==> src/rtl/cogp_pkg.sv <==
// Shared types, constants and the pipeline step function for the circle outline/gradient pixel block.
`default_nettype none
package cogp_pkg;

	localparam int unsigned NSTG = 12;
	localparam logic [3:0] THICK_RST = 4'd3;
	localparam logic [7:0] ALPHA_MAX = 8'd255;

	typedef struct packed {
		logic [13:0] px;
		logic [13:0] py;
		logic        outline;
		logic        fill;
		logic        r_zero;
		logic [7:0]  red;
		logic [7:0]  green;
		logic [7:0]  blue;
		logic [7:0]  rad;
		logic [18:0] sq_a;
		logic [18:0] sq_b;
		logic [15:0] r2;
		logic [16:0] outer;
		logic [16:0] v;
		logic [16:0] root;
		logic [8:0]  rem;
		logic [7:0]  numr;
		logic [7:0]  q;
		logic [7:0]  alpha;
	} pl_t;

	// stage k work on the item held by stage k-1 (k >= 2)
	function automatic pl_t stage_step(input int unsigned k, input pl_t p);
		pl_t n;
		logic [19:0] d2;
		logic [16:0] bit_v;
		logic [16:0] trial;
		logic [15:0] num;
		int unsigned j;
		n = p;
		d2 = '0;
		bit_v = '0;
		trial = '0;
		num = '0;
		j = 0;
		if (k == 2) begin
			d2 = {1'b0, p.sq_a} + {1'b0, p.sq_b};
			n.outline = (d2 >= {4'b0, p.r2}) && (d2 <= {3'b0, p.outer});
			n.fill = (d2 <= {4'b0, p.r2});
			n.v = {1'b0, d2[15:0]};
			n.root = '0;
		end else if (k >= 3 && k <= 6) begin
			// integer square root, two digits per stage
			for (int i = 0; i < 2; i++) begin
				j = 2 * (k - 3) + i;
				bit_v = 17'(1) << (14 - 2 * j);
				trial = n.root + bit_v;
				if (n.v >= trial) begin
					n.v = n.v - trial;
					n.root = (n.root >> 1) + bit_v;
				end else begin
					n.root = n.root >> 1;
				end
			end
		end else if (k == 7) begin
			num = {n.root[7:0], 8'b0} - {8'b0, n.root[7:0]};
			n.rem = {1'b0, num[15:8]};
			n.numr = num[7:0];
			n.q = '0;
		end else if (k >= 8 && k <= 11) begin
			// restoring divide by radius, two quotient bits per stage
			for (int i = 0; i < 2; i++) begin
				n.rem = {n.rem[7:0], n.numr[7]};
				n.numr = {n.numr[6:0], 1'b0};
				if (n.rem >= {1'b0, n.rad}) begin
					n.rem = n.rem - {1'b0, n.rad};
					n.q = {n.q[6:0], 1'b1};
				end else begin
					n.q = {n.q[6:0], 1'b0};
				end
			end
		end else if (k == 12) begin
			if (!p.fill)
				n.alpha = '0;
			else if (p.r_zero)
				n.alpha = ALPHA_MAX;
			else
				n.alpha = ALPHA_MAX - p.q;
		end
		return n;
	endfunction

endpackage
`default_nettype wire

==> src/rtl/circle_outline_gradient_pixel.sv <==
// Top level: pipelined disc outline / fill classifier with radial alpha.
// Throughput: one request per cycle unless m_tready back-pressure fills the stages;
// sqrt and divide take two digits per stage.
// Each stage loads when empty or when the stage after it moves, so bubbles close up.
// Reset (arst_n low, async): all stage valid bits clear, thickness returns to 3.
`default_nettype none
module circle_outline_gradient_pixel (
	input  wire logic        clk,
	input  wire logic        arst_n,
	input  wire logic        cfg_wen,
	input  wire logic [3:0]  cfg_wdata,     // outline_thickness
	input  wire logic        s_tvalid,
	output logic             s_tready,
	// offset_x[9:0], offset_y[19:10], center_x[31:20], center_y[43:32],
	// radius[51:44], red[59:52], green[67:60], blue[75:68], zero[79:76]
	input  wire logic [79:0] s_tdata,
	output logic             m_tvalid,
	input  wire logic        m_tready,
	// pixel_x[13:0], pixel_y[27:14], draw_outline[28], draw_fill[29],
	// fill_red[37:30], fill_green[45:38], fill_blue[53:46], fill_alpha[61:54], zero[63:62]
	output logic [63:0]      m_tdata
);

	logic [3:0] thick_q;
	cogp_pkg::pl_t st_s  [1:cogp_pkg::NSTG];
	cogp_pkg::pl_t nxt   [1:cogp_pkg::NSTG];
	logic [cogp_pkg::NSTG:1]   vld_s;
	logic [cogp_pkg::NSTG+1:1] rdy;

	logic signed [9:0]  dx, dy;
	logic signed [19:0] dxx, dyy;
	logic [8:0]         rs;
	logic [17:0]        rs2;
	logic [15:0]        rr;

	always_ff @(posedge clk or negedge arst_n) begin
		if (!arst_n)
			thick_q <= cogp_pkg::THICK_RST;
		else if (cfg_wen)
			thick_q <= cfg_wdata;
	end

	always_comb begin
		dx = s_tdata[9:0];
		dy = s_tdata[19:10];
		dxx = dx * dx;
		dyy = dy * dy;
		rs = {1'b0, s_tdata[51:44]} + {5'b0, thick_q};
		rs2 = rs * rs;
		rr = s_tdata[51:44] * s_tdata[51:44];
		nxt[1] = '0;
		nxt[1].px = {2'b0, s_tdata[31:20]} + {{4{dx[9]}}, dx};
		nxt[1].py = {2'b0, s_tdata[43:32]} + {{4{dy[9]}}, dy};
		nxt[1].rad = s_tdata[51:44];
		nxt[1].r_zero = (s_tdata[51:44] == 8'd0);
		nxt[1].red = s_tdata[59:52];
		nxt[1].green = s_tdata[67:60];
		nxt[1].blue = s_tdata[75:68];
		nxt[1].sq_a = dxx[18:0];
		nxt[1].sq_b = dyy[18:0];
		nxt[1].r2 = rr;
		nxt[1].outer = rs2[16:0];
		for (int unsigned k = 2; k <= cogp_pkg::NSTG; k++)
			nxt[k] = cogp_pkg::stage_step(k, st_s[k-1]);
	end

	always_comb begin
		rdy[cogp_pkg::NSTG+1] = m_tready;
		for (int k = cogp_pkg::NSTG; k >= 1; k--)
			rdy[k] = !vld_s[k] || rdy[k+1];
	end

	always_ff @(posedge clk or negedge arst_n) begin
		if (!arst_n) begin
			vld_s <= '0;
		end else begin
			if (rdy[1])
				vld_s[1] <= s_tvalid;
			for (int k = 2; k <= cogp_pkg::NSTG; k++)
				if (rdy[k])
					vld_s[k] <= vld_s[k-1];
		end
	end

	always_ff @(posedge clk) begin
		for (int k = 1; k <= cogp_pkg::NSTG; k++)
			if (rdy[k])
				st_s[k] <= nxt[k];
	end

	assign s_tready = rdy[1];
	assign m_tvalid = vld_s[cogp_pkg::NSTG];
	assign m_tdata = {2'b0,
		st_s[cogp_pkg::NSTG].alpha,
		st_s[cogp_pkg::NSTG].blue,
		st_s[cogp_pkg::NSTG].green,
		st_s[cogp_pkg::NSTG].red,
		st_s[cogp_pkg::NSTG].fill,
		st_s[cogp_pkg::NSTG].outline,
		st_s[cogp_pkg::NSTG].py,
		st_s[cogp_pkg::NSTG].px};

endmodule
`default_nettype wire

==> config.mk <==
export PLATFORM = sky130hd
export DESIGN_NAME = circle_outline_gradient_pixel
export DESIGN_NICKNAME = d
export VERILOG_FILES = /design/src/rtl/cogp_pkg.sv /design/src/rtl/circle_outline_gradient_pixel.sv
export SDC_FILE = /design/constraint.sdc
export NUM_CORES = 2
export LEC_CHECK = 0
export BUFFER_PORTS_ARGS = -buffer_cell sky130_fd_sc_hd__buf_2
export CAP_MARGIN = 20
export CORE_UTILIZATION = 30
export CTS_CLUSTER_SIZE = 12
export DETAILED_ROUTE_END_ITERATION = 16
export GPL_TIMING_DRIVEN = 0
export PLACE_DENSITY = 0.45
export SLEW_MARGIN = 20
export SYNTH_ARGS = -nofsm -noshare
export SYNTH_HDL_FRONTEND = slang
export SYNTH_SLANG_ARGS = --single-unit
==> constraint.sdc <==
create_clock -name clk -period 11.4 [get_ports clk]
set_input_delay 1.14 -clock clk [delete_from_list [all_inputs] [get_ports clk]]
set_output_delay 1.14 -clock clk [all_outputs]
set_load 0.005 [all_outputs]
-- Word level (Yosys, flattened, before mapping)
Memory sizes are Yosys's and may differ from the RTL's.
Cells that the tools add are included.
- $lt $le $gt $ge: 19
- reductions and logical operators: 26
- multipliers: 4
- add/subtract/negate cells: 38
- multiplexer cells: 58
- operators by type and width (cell ; number):
    2-to-1 mux 17 bit ; 16
    >= comparator 17 bit ; 8
    subtractor 17 bit ; 8
    >= comparator 9 x 8 -> 1 bit ; 8
    2-to-1 mux 8 bit ; 6
    multiplier 10 x 10 -> 19 bit ; 2
    2-to-1 mux 9 bit ; 4
    subtractor 9 x 8 -> 9 bit ; 4
    2-to-1 mux 1 bit ; 32
    subtractor 8 bit ; 4
    adder 13 x 10 -> 14 bit ; 2
    adder 19 x 19 -> 20 bit ; 1
    >= comparator 20 x 16 -> 1 bit ; 1
    <= comparator 20 x 16 -> 1 bit ; 1
    <= comparator 20 x 17 -> 1 bit ; 1
    adder 16 x 1 -> 17 bit (second input constant) ; 1
    adder 16 x 11 -> 17 bit (second input constant) ; 1
    adder 16 x 13 -> 17 bit (second input constant) ; 1
    adder 16 x 15 -> 17 bit (second input constant) ; 1
    adder 16 x 3 -> 17 bit (second input constant) ; 1
    adder 16 x 5 -> 17 bit (second input constant) ; 1
    adder 16 x 7 -> 17 bit (second input constant) ; 1
    adder 16 x 9 -> 17 bit (second input constant) ; 1
    adder 17 x 1 -> 17 bit (second input constant) ; 1
    other kinds (16) ; 38
- bits in writable memories: 2412
- memories kept: 1
- bits in registers: 16
- logic and storage cells: 159
- bits of input ports: 89
- memories (memory ; words ; width ; read ports ; clocked after Yosys merged registers in ; write ports ; RTL line ; source):
    st_s ; 12 ; 201 ; 12 ; 0 ; 12 ; circle_outline_gradient_pixel.sv:25 ; cogp_pkg::pl_t st_s [1:cogp_pkg::NSTG];

-- Longest topological paths before layout
- depth after elaboration: 15
- gate-level depth with buffers: 26
- gate-level depth less buffers: 25

-- Least setup slack after synthesis
Ideal clock, no wire load.
- path type: input to register
- from: input port m_tready
- to: register st_s[0][268] (netlist name)
- slack: 0.009 ns
- cell stages on the path: 7
- arrival time: 9.685 ns
- library setup time: 1.706 ns
- buffers on the path: 0
- cell sequence: nor2b_1 > nand2_1 > nor2_1 > and2_1 > nand3_1 > nor2_1 > nand4_1
- RTL lines (what ; RTL line ; source):
    start: declaration ; circle_outline_gradient_pixel.sv:18 ; input wire logic m_tready,

==> out/summary.log <==
INFO  setup_path     r2r-start=thick_q[1]$_DFFE_PN1P_
INFO  sta            finalSetupTns=0ns
INFO  clock_tree     cts_buffers=104
INFO  sta            timing.final.hold_violations=0
INFO  logic_synthesis dominantRegCellSynth=sky130_fd_sc_hd__edfxtp_1
INFO  power_and_ir_drop cellPowerDensity=292.2nW/µm²
INFO  setup_path     timing.reg2reg.worst_path_depth=24
INFO  power_and_ir_drop p_switching=5.796mW
INFO  final_layout   final_net_count=4382
INFO  logic_synthesis synth.ff_latch_count=986
INFO  power_and_ir_drop p_leak=23.21nW
INFO  clock_tree     cts_resized=0
INFO  setup_path     setup.worst_path.end_class=register
INFO  placed_design  place_hpwl=67940µm
INFO  setup_path     worst_path_arrival=7.77ns
INFO  job            cap_violations=0
INFO  grt            groute.usage.overall=11.01%
INFO  sta            finalMaxSlewViolations=0
INFO  grt            grt_pass1_vias=26.02k
INFO  detailed_routing dr.pass1.iters=5
INFO  setup_path     critical_path.startpoint_type=primary input
INFO  logic_synthesis yosysUniqueCellTypes=82
INFO  clock_tree     clk-insertion-delay-late=0.69ns
INFO  clock_tree     cts_root_buffer=sky130_fd_sc_hd__clkbuf_16
INFO  setup_path     cp_data_required_time=11.79ns
INFO  floorplanning  initial_core_util=30.35%
INFO  clock_tree     worst_setup_hold_path_clk_slew=0.06ns
INFO  clock_tree     post_cts_hold_buffer_count=0
INFO  final_layout   final_cells=5958
INFO  power_and_ir_drop power.share.sequential=36.5%
INFO  floorplanning  std_cell_rows=147
INFO  power_and_ir_drop p_clk_share=18.7%
INFO  final_layout   mostFrequentLayoutCell=sky130_fd_sc_hd__edfxtp_1
INFO  detailed_routing detail_route.drc_violations=0
INFO  placed_design  globalplace.congestion=0.7999
INFO  detailed_routing via_count=25.17k
INFO  floorplanning  core_region_area=161300µm²
INFO  worst_hold_path hold-path-cell-count=0
INFO  setup_path     critical_path.endpoint=st_s[0][284]$_DFFE_PP_
INFO  floorplanning  die_width=406.0µm
INFO  detailed_routing drtAntennaViolNets=0
INFO  floorplanning  dieHeight=406.0µm
INFO  setup_path     capturing_point_of_the_worst_reg2reg_path=st_s[0][284]$_DFFE_PP_
INFO  placed_design  post-place-cells=5780
INFO  logic_synthesis postSynthAreaPerCell=14.26µm²
INFO  logic_synthesis netlist_instances=3434
INFO  sta            worst_slew_margin_relative_to_its_limit=35.40%
INFO  sta            final_setup_fails=0
INFO  floorplanning  die_area=164800µm²
INFO  final_layout   most-common-layout-cells=sky130_fd_sc_hd__edfxtp_1 (970), sky130_fd_sc_hd__inv_1 (490), sky130_fd_sc_hd__ha_1 (343)
INFO  setup_path     path_max_fanout=10
INFO  logic_synthesis synth.yosys.seq_area_share=60.32%
INFO  clock_tree     h-tree-depth=3
INFO  detailed_routing detail_route.iter0.violations=1070
INFO  final_layout   final_layout_size_suffix_gt1_share=12.75%
INFO  clock_tree     tritoncts=built
INFO  final_layout   layout.cell_area.non_filler=56190µm²
INFO  detailed_routing totalWireLength=88890µm
INFO  logic_synthesis postSynth.asyncResetShare=1.623%
INFO  logic_synthesis number_of_enable_type_register_cells_in_the_synthesized_netlist=970
INFO  grt            globalRoute.totalOverflow=0
INFO  sta            rsz0062_at_grt=no
INFO  floorplanning  ios=155
INFO  clock_tree     ctsLongestPathBuffers=3
INFO  clock_tree     cts_setup_buffers=0
INFO  power_and_ir_drop worst_ir_drop_vdd=157.4µV
INFO  grt            antenna_found_initial=9
INFO  sta            min_period=7.378ns
INFO  final_layout   fill_cells=15.74k
INFO  sta            worst_pin_slew=0.9652ns
INFO  grt            grt_pass1_wl=142700µm
INFO  sta            timing.final.crit_share=64.72%
INFO  logic_synthesis synth.cell_area=48960µm²
INFO  grt            grt_start_max_net_pins=70
INFO  placed_design  placedInstanceArea=53080µm²
INFO  setup_path     register_to_register_setup_slack=4.30ns
INFO  power_and_ir_drop power.switching_fraction=35.30%
INFO  power_and_ir_drop combPwrFrac=44.8%
INFO  sta            finalClockSkew=0.04839ns
INFO  sta            achievable-frequency=135.5MHz
INFO  clock_tree     clkSinkCount=986
INFO  power_and_ir_drop p_int=10.62mW
INFO  setup_path     path_class=primary input to register
INFO  setup_path     critical_path.startpoint=s_tdata[45]
INFO  detailed_routing detail_route.wl_per_cell=14.92µm
INFO  final_layout   growth_of_design_area_from_synthesis_to_finish=14.77%
INFO  worst_hold_path min-delay-path-class=register to register
INFO  placed_design  number_of_buffers_inserted_by_port_buffering=148
INFO  run_status     run_status=complete, no violations
INFO  detailed_routing routed_via_density=4.225
INFO  sta            final_hold_slack=0.3850ns
INFO  logic_synthesis synth_warnings=0
==> how the worst min path moves through the flow <==
| stage | start | endpoint | slack, ns |
|---|---|---|---|
| finish | st_s[0][775]$_DFFE_PP_ | st_s[0][976]$_DFFE_PP_ | 0.39 |
| global route | st_s[0][775]$_DFFE_PP_ | st_s[0][976]$_DFFE_PP_ | 0.38 |
| CTS | st_s[0][775]$_DFFE_PP_ | st_s[0][976]$_DFFE_PP_ | 0.39 |
| detailed placement | st_s[0][802]$_DFFE_PP_ | st_s[0][1003]$_DFFE_PP_ | 0.40 |
| global placement | st_s[0][1160]$_DFFE_PP_ | st_s[0][1361]$_DFFE_PP_ | 0.40 |
| floorplan | st_s[0][799]$_DFFE_PP_ | st_s[0][1000]$_DFFE_PP_ | 0.40 |
==> per-layer routing <==
metal	vias to the layer above	routed length (µm)	global-route usage, %
li1	12530	-	-
met5	-	0	0
met4	0	1874	3.158
met1	12220	41180	14.55
met2	304	43010	18.73
met3	118	2817	1.540
==> power by group through the flow <==
stage	Sequential (mW)	Combinational (mW)	Clock (mW)
3_3_place_gp	6.11	7.39	0
4_1_cts	6.01	7.53	3.20
2_1_floorplan	5.93	5.73	0
5_1_grt	6.11	8.49	3.34
3_5_place_dp	6.09	7.46	0
6_report	6.00	7.36	3.06
==> worst max-delay path: stages <==
cell and delay, ns:
sky130_fd_sc_hd__buf_2 0.26, sky130_fd_sc_hd__ha_1 0.29, sky130_fd_sc_hd__a21o_1 0.19, sky130_fd_sc_hd__a21oi_1 0.27, sky130_fd_sc_hd__nor2b_1 0.08, sky130_fd_sc_hd__o21ai_0 0.58, sky130_fd_sc_hd__xnor2_1 0.47, sky130_fd_sc_hd__inv_1 0.35
sky130_fd_sc_hd__nor2_1 0.26, sky130_fd_sc_hd__inv_1 0.09, sky130_fd_sc_hd__fa_1 0.41, sky130_fd_sc_hd__inv_1 0.08, sky130_fd_sc_hd__fa_1 0.40, sky130_fd_sc_hd__inv_1 0.08, sky130_fd_sc_hd__fa_1 0.43, sky130_fd_sc_hd__fa_1 0.55
sky130_fd_sc_hd__inv_1 0.05, sky130_fd_sc_hd__ha_1 0.33, sky130_fd_sc_hd__o21ai_0 0.12, sky130_fd_sc_hd__a21boi_0 0.16, sky130_fd_sc_hd__o21ai_0 0.26, sky130_fd_sc_hd__a21oi_1 0.15, sky130_fd_sc_hd__a41o_1 0.28, sky130_fd_sc_hd__o41ai_1 0.31
sky130_fd_sc_hd__xnor2_1 0.16
==> logic make-up after synthesis <==
kind of cell               synth area share [%]
adders and majority gates                 17.93
DFF                                       60.32
AOI/OAI and AO/OA                         5.145
and+or+nand+nor                           6.594
xor gates and xnor gates                  3.453
muxes                                     1.431
other                                  0.007660
buffers and inverters                     5.124
==> sequential cells by signal (all words and copies together) (netlist names) <==
| register | flops |
|---|---|
| st_s | 970 |
| thick_q | 4 |
| vld_s | 12 |
==> through the flow <==
stage	util [%]	setup WS [ns]	power, mW
after CTS	34.83	4.112	16.75
after global routing	34.83	3.582	17.94
after global placement	32.50	-7.410	13.50
after floorplan	-	0.008686	11.66
after detailed placement	32.91	3.389	13.55
final	34.83	4.022	16.42
==> final cells by class <==
type,count,area (µm²),share of cell area [%]
antenna,1,2.502,0.004454
buffer,100,643.1,1.145
clock buffer,131,2704,4.812
clock inverter,46,396.6,0.7059
inverter,497,1881,3.347
multi-input combinational,1857,17030,30.31
sequential,986,29530,52.56
tap,2160,2703,4.810
timing repair buffer,180,1297,2.309
==> synth_stat cells, drive strengths merged, types with 10 or more instances <==
master | instances | area (µm²)
nor2b | 40 | 250.2
edfxtp | 970 | 29130
fa | 224 | 4484
dfrtp | 14 | 350.3
xnor2 | 140 | 1226
o21ai | 83 | 415.4
xor2 | 53 | 464.2
nand2 | 151 | 566.8
nand4 | 20 | 125.1
a211oi | 18 | 135.1
a21oi | 106 | 541.8
ha | 343 | 4292
a21boi | 26 | 195.2
and3 | 21 | 131.4
nor2 | 166 | 623.1
o21a | 13 | 97.59
a21o | 38 | 285.3
nor4 | 15 | 106.4
clkbuf | 31 | 116.4
o211ai | 10 | 88.83
buf | 69 | 526.8
mux2i | 10 | 100.1
o21bai | 18 | 135.1
or2 | 22 | 137.6
nor3 | 44 | 220.2
mux2 | 53 | 600.6
or3 | 10 | 62.56
a31oi | 10 | 77.57
and2 | 75 | 469.2
nand3 | 29 | 145.1
nand2b | 30 | 187.7
inv | 496 | 1862
Note: power is estimated with default switching activity, not from simulation.
